File: src/rtl/hri_pkg.sv
// ============================================================================
// Halton radical inverse package
// Default widths, datapath constants and the sequencer state type.
// ============================================================================
`timescale 1ns / 1ps

package hri_pkg;

   // Default field widths.
   localparam int unsigned DEF_INDEX_WIDTH   = 32;
   localparam int unsigned DEF_RADIX_WIDTH   = 8;
   localparam int unsigned DEF_FRACTION_BITS = 32;

   // Quotient bits produced per cycle by the digit divider.
   localparam int unsigned DIV_BITS = 8;

   // Sequencer states.
   typedef enum logic [2:0] {
      ST_IDLE,
      ST_DIVIDE,
      ST_MUL_NUM,
      ST_MUL_DEN,
      ST_LONGDIV,
      ST_FINISH
   } hri_state_type;

endpackage

File: src/rtl/halton_radical_inverse_core.sv
// ============================================================================
// Halton radical inverse core
// Each item carries a sample index and a radix. The core splits the index into
// base-radix digits, least significant first, mirrors them about the radix
// point and returns the value as an unsigned fraction with FRACTION_BITS
// fraction bits, truncated. An index of zero, or a radix below two, returns
// zero. One item is worked on at a time. Each digit is found in the narrow
// divider, which retires eight quotient bits per cycle, and then the shared
// multiplier scales the mirrored numerator and the denominator by the radix.
// The final exact division retires the fraction bits one at a time, and the
// result then goes to the output register once that register is free. A new
// item is accepted while the previous result still waits in the output
// register.
// ============================================================================
`timescale 1ns / 1ps

module halton_radical_inverse_core #(
   parameter int unsigned INDEX_WIDTH   = hri_pkg::DEF_INDEX_WIDTH,
   parameter int unsigned RADIX_WIDTH   = hri_pkg::DEF_RADIX_WIDTH,
   parameter int unsigned FRACTION_BITS = hri_pkg::DEF_FRACTION_BITS
) (
   input  logic clock,
   input  logic reset,

   // Request channel. tdata: sample_index, radix (from bit 0 up), zero padded.
   input  logic                                                  req_tvalid,
   output logic                                                  req_tready,
   input  logic [((INDEX_WIDTH + RADIX_WIDTH + 7) / 8) * 8 - 1:0] req_tdata,

   // Response channel. tdata: fraction (from bit 0 up), zero padded.
   output logic                                        rsp_tvalid,
   input  logic                                        rsp_tready,
   output logic [((FRACTION_BITS + 7) / 8) * 8 - 1:0]  rsp_tdata
);

   import hri_pkg::*;

   localparam int unsigned IW      = INDEX_WIDTH;
   localparam int unsigned RW      = RADIX_WIDTH;
   localparam int unsigned FB      = FRACTION_BITS;
   localparam int unsigned RSP_W   = ((FB + 7) / 8) * 8;
   // The numerator stays below the denominator radix^digits <= index*radix.
   localparam int unsigned W       = IW + RW;
   localparam int unsigned STEPS   = (IW + DIV_BITS - 1) / DIV_BITS;
   localparam int unsigned IWP     = STEPS * DIV_BITS;
   localparam int unsigned CNT_MAX = (FB > STEPS) ? FB : STEPS;
   localparam int unsigned CNT_W   = $clog2(CNT_MAX);

   // Registers.
   hri_state_type    state_ff, state_in;
   logic [CNT_W-1:0] cnt_ff, cnt_in;
   logic [IWP-1:0]   quo_ff, quo_in;
   logic [RW-1:0]    drem_ff, drem_in;
   logic [RW-1:0]    base_ff, base_in;
   logic [W-1:0]     num_ff, num_in;
   logic [W-1:0]     den_ff, den_in;
   logic [FB-1:0]    q_ff, q_in;
   logic             rsp_valid_ff, rsp_valid_in;
   logic [FB-1:0]    rsp_data_ff, rsp_data_in;

   // Datapath nets.
   logic [IW-1:0]    req_index;
   logic [RW-1:0]    req_radix;
   logic [RW:0]      div_trial_c;
   logic [RW-1:0]    div_rem_c;
   logic [IWP-1:0]   div_quo_c;
   logic [W-1:0]     mul_a;
   logic [W+RW-1:0]  mul_prod;
   logic [W:0]       ld_shift;
   logic             ld_take;
   logic [W-1:0]     ld_rem;
   logic             out_free;

   // Field extraction from the request.
   assign req_index = req_tdata[IW-1:0];
   assign req_radix = req_tdata[IW+RW-1:IW];

   // Digit divider: eight restoring steps per cycle on a narrow remainder.
   always_comb begin
      div_rem_c   = drem_ff;
      div_quo_c   = quo_ff;
      div_trial_c = '0;
      for (int j = 0; j < DIV_BITS; j++) begin
         div_trial_c = {div_rem_c, div_quo_c[IWP-1]};
         div_quo_c   = {div_quo_c[IWP-2:0], 1'b0};
         if (div_trial_c >= {1'b0, base_ff}) begin
            div_rem_c    = RW'(div_trial_c - {1'b0, base_ff});
            div_quo_c[0] = 1'b1;
         end else begin
            div_rem_c = div_trial_c[RW-1:0];
         end
      end
   end

   // Shared multiplier: scales the numerator, then the denominator, by the radix.
   assign mul_a    = (state_ff == ST_MUL_NUM) ? num_ff : den_ff;
   assign mul_prod = (W + RW)'(mul_a) * (W + RW)'(base_ff);

   // One step of the final long division; the numerator register holds the remainder.
   assign ld_shift = {num_ff, 1'b0};
   assign ld_take  = (ld_shift >= {1'b0, den_ff});
   assign ld_rem   = ld_take ? W'(ld_shift - {1'b0, den_ff}) : ld_shift[W-1:0];

   // The output register can take a result when empty or being emptied.
   assign out_free = !rsp_valid_ff || rsp_tready;

   // Sequencer: next state and register updates.
   always_comb begin
      state_in     = state_ff;
      cnt_in       = cnt_ff;
      quo_in       = quo_ff;
      drem_in      = drem_ff;
      base_in      = base_ff;
      num_in       = num_ff;
      den_in       = den_ff;
      q_in         = q_ff;
      rsp_data_in  = rsp_data_ff;
      rsp_valid_in = rsp_valid_ff && !rsp_tready;
      req_tready   = 1'b0;

      unique case (state_ff)
         ST_IDLE: begin
            req_tready = 1'b1;
            if (req_tvalid) begin
               base_in = req_radix;
               quo_in  = IWP'(req_index);
               drem_in = '0;
               num_in  = '0;
               den_in  = W'(1);
               cnt_in  = '0;
               if ((req_radix < RW'(2)) || (req_index == '0)) begin
                  q_in     = '0;
                  state_in = ST_FINISH;
               end else begin
                  state_in = ST_DIVIDE;
               end
            end
         end

         ST_DIVIDE: begin
            quo_in  = div_quo_c;
            drem_in = div_rem_c;
            cnt_in  = cnt_ff + CNT_W'(1);
            if (cnt_ff == CNT_W'(STEPS - 1)) begin
               state_in = ST_MUL_NUM;
            end
         end

         ST_MUL_NUM: begin
            num_in   = mul_prod[W-1:0] + W'(drem_ff);
            state_in = ST_MUL_DEN;
         end

         ST_MUL_DEN: begin
            den_in  = mul_prod[W-1:0];
            cnt_in  = '0;
            drem_in = '0;
            if (quo_ff == '0) begin
               state_in = ST_LONGDIV;
            end else begin
               state_in = ST_DIVIDE;
            end
         end

         ST_LONGDIV: begin
            num_in = ld_rem;
            q_in   = {q_ff[FB-2:0], ld_take};
            cnt_in = cnt_ff + CNT_W'(1);
            if (cnt_ff == CNT_W'(FB - 1)) begin
               state_in = ST_FINISH;
            end
         end

         ST_FINISH: begin
            if (out_free) begin
               rsp_data_in  = q_ff;
               rsp_valid_in = 1'b1;
               state_in     = ST_IDLE;
            end
         end

         default: begin
            state_in = ST_IDLE;
         end
      endcase
   end

   // Control registers.
   always_ff @(posedge clock) begin
      if (reset) begin
         state_ff     <= ST_IDLE;
         rsp_valid_ff <= 1'b0;
      end else begin
         state_ff     <= state_in;
         rsp_valid_ff <= rsp_valid_in;
      end
   end

   // Datapath registers.
   always_ff @(posedge clock) begin
      cnt_ff      <= cnt_in;
      quo_ff      <= quo_in;
      drem_ff     <= drem_in;
      base_ff     <= base_in;
      num_ff      <= num_in;
      den_ff      <= den_in;
      q_ff        <= q_in;
      rsp_data_ff <= rsp_data_in;
   end

   // Response outputs.
   assign rsp_tvalid = rsp_valid_ff;
   assign rsp_tdata  = RSP_W'(rsp_data_ff);

endmodule

File: config.mk
export PLATFORM = sky130hd
export DESIGN_NAME = halton_radical_inverse_core
export DESIGN_NICKNAME = d
export VERILOG_FILES = /design/src/rtl/hri_pkg.sv /design/src/rtl/halton_radical_inverse_core.sv
export SDC_FILE = /design/constraint.sdc
export NUM_CORES = 1
export LEC_CHECK = 0
export BUFFER_PORTS_ARGS = -buffer_cell sky130_fd_sc_hd__buf_2
export CAP_MARGIN = 20
export CORE_MARGIN = 3
export CORE_UTILIZATION = 30
export CTS_CLUSTER_SIZE = 8
export DETAILED_ROUTE_END_ITERATION = 6
export GPL_ROUTABILITY_DRIVEN = 0
export SLEW_MARGIN = 20
export SYNTH_ARGS = -nofsm -noshare
export SYNTH_HDL_FRONTEND = slang
export SYNTH_SLANG_ARGS = --single-unit
File: constraint.sdc
create_clock -name clock -period 32.9 [get_ports clock]
set_input_delay 8.225 -clock clock [delete_from_list [all_inputs] [get_ports clock]]
set_output_delay 8.225 -clock clock [all_outputs]
set_load 0.02 [all_outputs]
==> out/qor.csv, run 1 <==
stage,metric,value,unit
global_routing,grt_pass1_vias,18800,
detailed_routing,wl_per_cell,17.29,um
placed_design,io_buffer_count,77,
layout,fin_area,25940,um2
synth,synthSimpleGateAreaFrac,18.08,%
cts,cts_resized,0,
layout,n_fill_cell,8185,
cts,cts_tree,yes,
detailed_routing,wl,63.94,mm
synth,synth_compound_area_share,14.38,%
critical_path,startpoint_type,flop,
critical_path,r2r-start,base_ff[6],
min_path,hold_path.class,flop to flop,
timing,setup_viol,0,
die,io_pins,78,
timing,final_max_slew_viol_count,0,
placed_design,dp_hpwl,48.95,mm
die,placementRows,102,
cts,clock_path_buffers,3,
global_routing,grt_use_total,15.62,%
layout,nets,3063,
timing,fmaxAchievable,52.45,MHz
timing,period_share,57.95,%
cts,h-tree-depth,1,
cts,root_buffer,clkbuf_16,
global_routing,overflow,0,
critical_path,required,33220,ps
synth,ys_warn_count,0,
synth,synth_seq_area_share,25.51,%
critical_path,rrSetupSlack,13840,ps
synth,netlist_area,23510,um2
timing,finClkSkew,19.29,ps
critical_path,critPathArrivalTime,19380,ps
layout,syn_to_final_growth,10.34,%
die,core,77590,um2
cts,cts.clk_slew.worst_paths,60,ps
critical_path,timing.rr.end,drem_ff[4],
timing,rsz0062_at_grt,false,
detailed_routing,num_vias,18750,
timing,worstMarginPinSlew,915.0,ps
min_path,min_path_cells,0,
timing,post-route-min-period,19060,ps
timing,setup_tns,0,ps
critical_path,worst-path-stages,82,
critical_path,slowest_stage,ha_1,
synth,synth.top_cells.by_count,"nand2_1, inv_1, fa_1, edfxtp_1, nor2_1",
synth,syn-num-nets,3009,
critical_path,critPathMaxFanout,32,
critical_path,rr_worst_depth,82,
critical_path,cp_top_family,compound AO/OA/AOI/OAI gates,
cts,hold_buffers,0,
synth,synthXorXnorAreaFrac,5.589,%
global_routing,antenna_found_initial,1,
synth,synth_area_leaders,"edfxtp_1, fa_1, ha_1, nand2_1, inv_1",
synth,yosys.cell_types.count,93,
detailed_routing,post-route-drc-count,0,
synth,synthArstFlopShare,0,%
critical_path,startpoint,base_ff[6],
layout,fin_util,33.43,%
critical_path,max_stage_delay,510,ps
critical_path,cp-endpoint,drem_ff[4],
timing,slew_headroom,38.23,%
synth,yosys-mux-area-fraction,3.401,%
global_routing,grt_first_pass_wirelength,103.9,mm
detailed_routing,drtAntennaViolNets,0,
placed_design,dpl-instance-area,25120,um2
detailed_routing,drt_iter0_drc,1261,
global_routing,grt_max_degree,49,
synth,ys_ff_latch,201,
timing,hold_violations,0,
synth,synth_top_area_cell,edfxtp_1,
synth,synth_top_area_share,25.16,%
critical_path,worstSetupPathType,flop to flop,
die,die-width,285.9,um
synth,ys.flop_type,edfxtp_1,
cts,cts_setup_buffers,0,
die,initial_core_util,30.30,%
critical_path,crit_buf_inv,6,
synth,avgSynthCellArea,9.080,um2
synth,synthCells,2589,
layout,drive_gt1_share,7.527,%
cts,clk_latency,570,ps
status,outcome,"complete, no violations",
job,cap_viol_max_count,0,
cts,cts_buffers,29,
die,die-area,81750,um2
synth,synth_top_family_by_area,adder cells,
synth,synth_edf_count,197,
critical_path,crit_path_end_kind,flop,
detailed_routing,first_pass_iters,5,
die,chipHeight,285.9,um
cts,clock_sinks,201,
synth,yosys.area_share.adder,26.85,%
synth,synthMostInstantiatedCell,nand2_1,
detailed_routing,detail_route.vias_per_cell,5.069,
## sequential cells by signal (all words and copies together), names as in the netlist
name and cells:
rsp_tdata 32, num_ff 40, rsp_tvalid 1, den_ff 40, cnt_ff 5, state_ff 3, quo_ff 32, q_ff 32
drem_ff 8, base_ff 8
## how the worst min path moves through the flow
stage,startpoint,endpoint
finish,q_ff[31],rsp_tdata[31]
CTS,q_ff[31],rsp_tdata[31]
global placement,q_ff[31],rsp_tdata[31]
detailed placement,q_ff[31],rsp_tdata[31]
global route,q_ff[31],rsp_tdata[31]
floorplan,q_ff[31],rsp_tdata[31]
## cell type report
type	instances	area (um2)	share of cell area, %
inverter	295	1107	4.269
clock inverter	3	30.03	0.1158
clock buffer	42	774.5	2.986
timing repair buffer	107	618.1	2.383
sequential	201	5996	23.12
multi-input combinational	2009	16110	62.11
antenna	1	2.502	0.009647
tap	1040	1301	5.017
## worst register-to-register path: cells and delay by family, from the launching register on
family | cells | cell delay, ps
buffers and inverters | 6 | 1300
muxes | 5 | 1900
and+or+nand+nor | 19 | 2830
DFF | 1 | 310
AOI/OAI and AO/OA | 44 | 9840
adders and majority gates | 8 | 2650
## stage by stage
step	worst slack, ps	instances	hold WS, ps
after floorplan	16100	2589	400.3
after detailed placement	13920	3651	406.2
after global routing	12120	3698	427.4
final	13840	3698	409.9
after CTS	13840	3696	412.4
after global placement	14300	3651	402.5
## cells in the final DEF, fill, tap and decap left out, drive strengths merged, types with 13 or more instances in the layout
| cell | count |
|---|---|
| a21o | 80 |
| nor2 | 178 |
| nor2b | 33 |
| xor2 | 65 |
| edfxtp | 197 |
| nand2 | 357 |
| nand3 | 30 |
| ha | 162 |
| o21ai | 106 |
| mux2 | 18 |
| fa | 214 |
| nor4 | 25 |
| a211oi | 14 |
| mux2i | 58 |
| nand4 | 21 |
| o211ai | 13 |
| nor3 | 33 |
| and2 | 131 |
| o22ai | 37 |
| and3 | 13 |
| buf | 107 |
| xnor2 | 85 |
| nand2b | 26 |
| o21a | 18 |
| a21oi | 131 |
| o21bai | 14 |
| inv | 296 |
| clkbuf | 42 |
## logic make-up after synthesis
kind of cell / after synthesis
flops: 201
simple gates: 891
mux: 76
xor+xnor: 150
fa+ha+maj: 376
compound gates: 516
buf+inv: 379
## metal layers
layer	vias to the layer above	share of wire [%]	global-route usage, %	wire length [um]
li1	8952	-	-	-
met1	9171	46	21.62	29250
met2	530	46	25.64	29310
met3	92	5.2	1.912	3325
met4	0	3.2	4.529	2055
met5	-	0	0	0
Power of run 1 is not shown: default switching activity piles up to over one toggle a cycle in this logic, so the estimate is an artifact.
==> run 2, diff against run 1 <==
==> constraint.sdc (replaced) <==
create_clock -name clock -period 16.2 [get_ports clock]
set_input_delay 4.05 -clock clock [delete_from_list [all_inputs] [get_ports clock]]
set_output_delay 4.05 -clock clock [all_outputs]
set_load 0.02 [all_outputs]
==> run 2 against run 1 <==
Against the previous run: clock skew up 11 ps; cell count rose by 2.2%; worst hold slack improved by 20 ps; setup slack worse by 13000 ps; via count increased by 0.34%; non-clock buffer count is 75 higher; global-route usage increased by 0.17 points; die area is the same; critical path type unchanged; largest cell class unchanged.
==> out/qor.csv, run 2 (synthesis results as in run 1) <==
stage,metric,value,unit
die,io_pins,78,
cts,cts.clk_slew.worst_paths,60,ps
timing,hold_violations,0,
detailed_routing,post-route-drc-count,0,
min_path,hold_path.class,flop to flop,
critical_path,critPathMaxFanout,10,
timing,fmaxAchievable,65.32,MHz
die,die-area,81750,um2
global_routing,grt_first_pass_wirelength,104.5,mm
cts,clk_latency,580,ps
layout,largestRegisters,"den_ff: 40 flops, num_ff: 40 flops",
detailed_routing,detail_route.vias_per_cell,4.976,
die,core,77590,um2
timing,finClkSkew,30.24,ps
detailed_routing,wl_per_cell,17.04,um
detailed_routing,first_pass_iters,5,
critical_path,startpoint_type,flop,
timing,period_share,94.51,%
global_routing,grt_max_degree,57,
detailed_routing,top_layer,met4,
timing,setup_viol,0,
die,chipHeight,285.9,um
critical_path,r2r-start,drem_ff[4],
detailed_routing,drt_iter0_drc,1129,
critical_path,crit_path_frequent_cell,a21o_1,
cts,hold_buffers,0,
timing,slew_headroom,23.95,%
min_path,min_path_cells,0,
critical_path,rrSetupSlack,890,ps
layout,drive_gt1_share,11.76,%
min_path,min-delay-start,q_ff[31],
timing,post-route-min-period,15310,ps
critical_path,slowest_stage,or4b_1,
min_path,worstHoldEndpoint,rsp_tdata[31],
die,die-width,285.9,um
cts,clock_path_buffers,3,
layout,syn_to_final_growth,14.37,%
die,initial_core_util,30.30,%
detailed_routing,met2WireLength,29.55,mm
critical_path,crit_path_end_kind,flop,
cts,clock_sinks,201,
placed_design,io_buffer_count,77,
die,placementRows,102,
critical_path,timing.rr.end,drem_ff[4],
global_routing,grt_use_total,15.79,%
detailed_routing,num_vias,18810,
critical_path,critPathArrivalTime,15640,ps
detailed_routing,drtAntennaViolNets,0,
critical_path,max_stage_delay,490,ps
layout,nets,3139,
timing,worstMarginPinSlew,1138,ps
timing,setup_tns,0,ps
detailed_routing,wl_met1,30.33,mm
critical_path,rr_worst_depth,75,
layout,final_cell_mix,"nand2_1, inv_1, fa_1",
global_routing,grt_pass1_vias,18810,
critical_path,worstSetupPathType,flop to flop,
global_routing,antenna_found_initial,2,
detailed_routing,dr_wl_met3,3.133,mm
timing,final_max_slew_viol_count,0,
cts,cts_tree,yes,
detailed_routing,wl,64.42,mm
status,outcome,"complete, no violations",
placed_design,dp_hpwl,49.27,mm
cts,root_buffer,clkbuf_16,
layout,final_common_cell,nand2_1,
cts,cts_buffers,30,
critical_path,required,16530,ps
job,cap_viol_max_count,0,
global_routing,overflow,0,
cts,h-tree-depth,1,
## run 2: cell count changes in the layout (fill, tap and decap cells not counted), sizes merged
cell and change:
inv -1, buf +75, clkinv +2, clkbuf +4, diode +2
## run 2: layout make-up
type                            instances  area (um2)
Tap cell                             1040        1301
Timing Repair Buffer                  182        1185
Multi-Input combinational cell       2009       16400
Sequential cell                       201        5996
Antenna cell                            3       7.507
Clock buffer                           46       840.8
Fill cell                            8089       50710
Clock inverter                          4       43.79
Inverter                              295        1110
## run 2: what timing repair did
item	in CTS	in global routing
gates resized for setup	5	55
setup buffers	1	22
pin swaps	1	18
setup endpoints to repair	7	9
## run 2: critical path, delay by kind of cell (launching register included)
| kind | cells | cell delay [ps] |
|---|---|---|
| AOI/OAI and AO/OA | 40 | 7380 |
| adders and majority gates | 8 | 2480 |
| buffers and inverters | 3 | 370 |
| DFF | 1 | 440 |
| muxes | 4 | 1370 |
| and+or+nand+nor | 20 | 3020 |
## run 2: worst max-delay path by stage
stage,start,to,slack (ps),cells after the start
after floorplan,base_ff[1],drem_ff[4],10,85
after global placement,drem_ff[6],drem_ff[5],250,81
after detailed placement,drem_ff[5],drem_ff[7],-120,81
after CTS,drem_ff[5],drem_ff[4],90,80
after global routing,quo_ff[31],drem_ff[4],-90,84
final,drem_ff[4],drem_ff[4],890,75
## run 2: layer usage
metal	global-route usage (%)	vias up
met1	22.46	9166
met4	3.749	0
li1	-	9121
met2	25.50	436
met5	0	-
met3	2.064	86
## run 2: through the flow
stage | area, um2 | setup slack (ps) | instances | hold WS [ps] | utilization, %
final | 26890 | 889.6 | 3780 | 430.3 | 34.65
after detailed placement | 25530 | -116.5 | 3704 | 414.6 | 32.90
after floorplan | 23540 | 10.03 | 2589 | 400.3 | -
after global placement | 25530 | 249.7 | 3704 | 404.2 | 32.90
after CTS | 26440 | 94.11 | 3755 | 425.8 | 34.08
after global routing | 26880 | -90.41 | 3778 | 426.4 | 34.64
Power of run 2 is left out for the same reason.
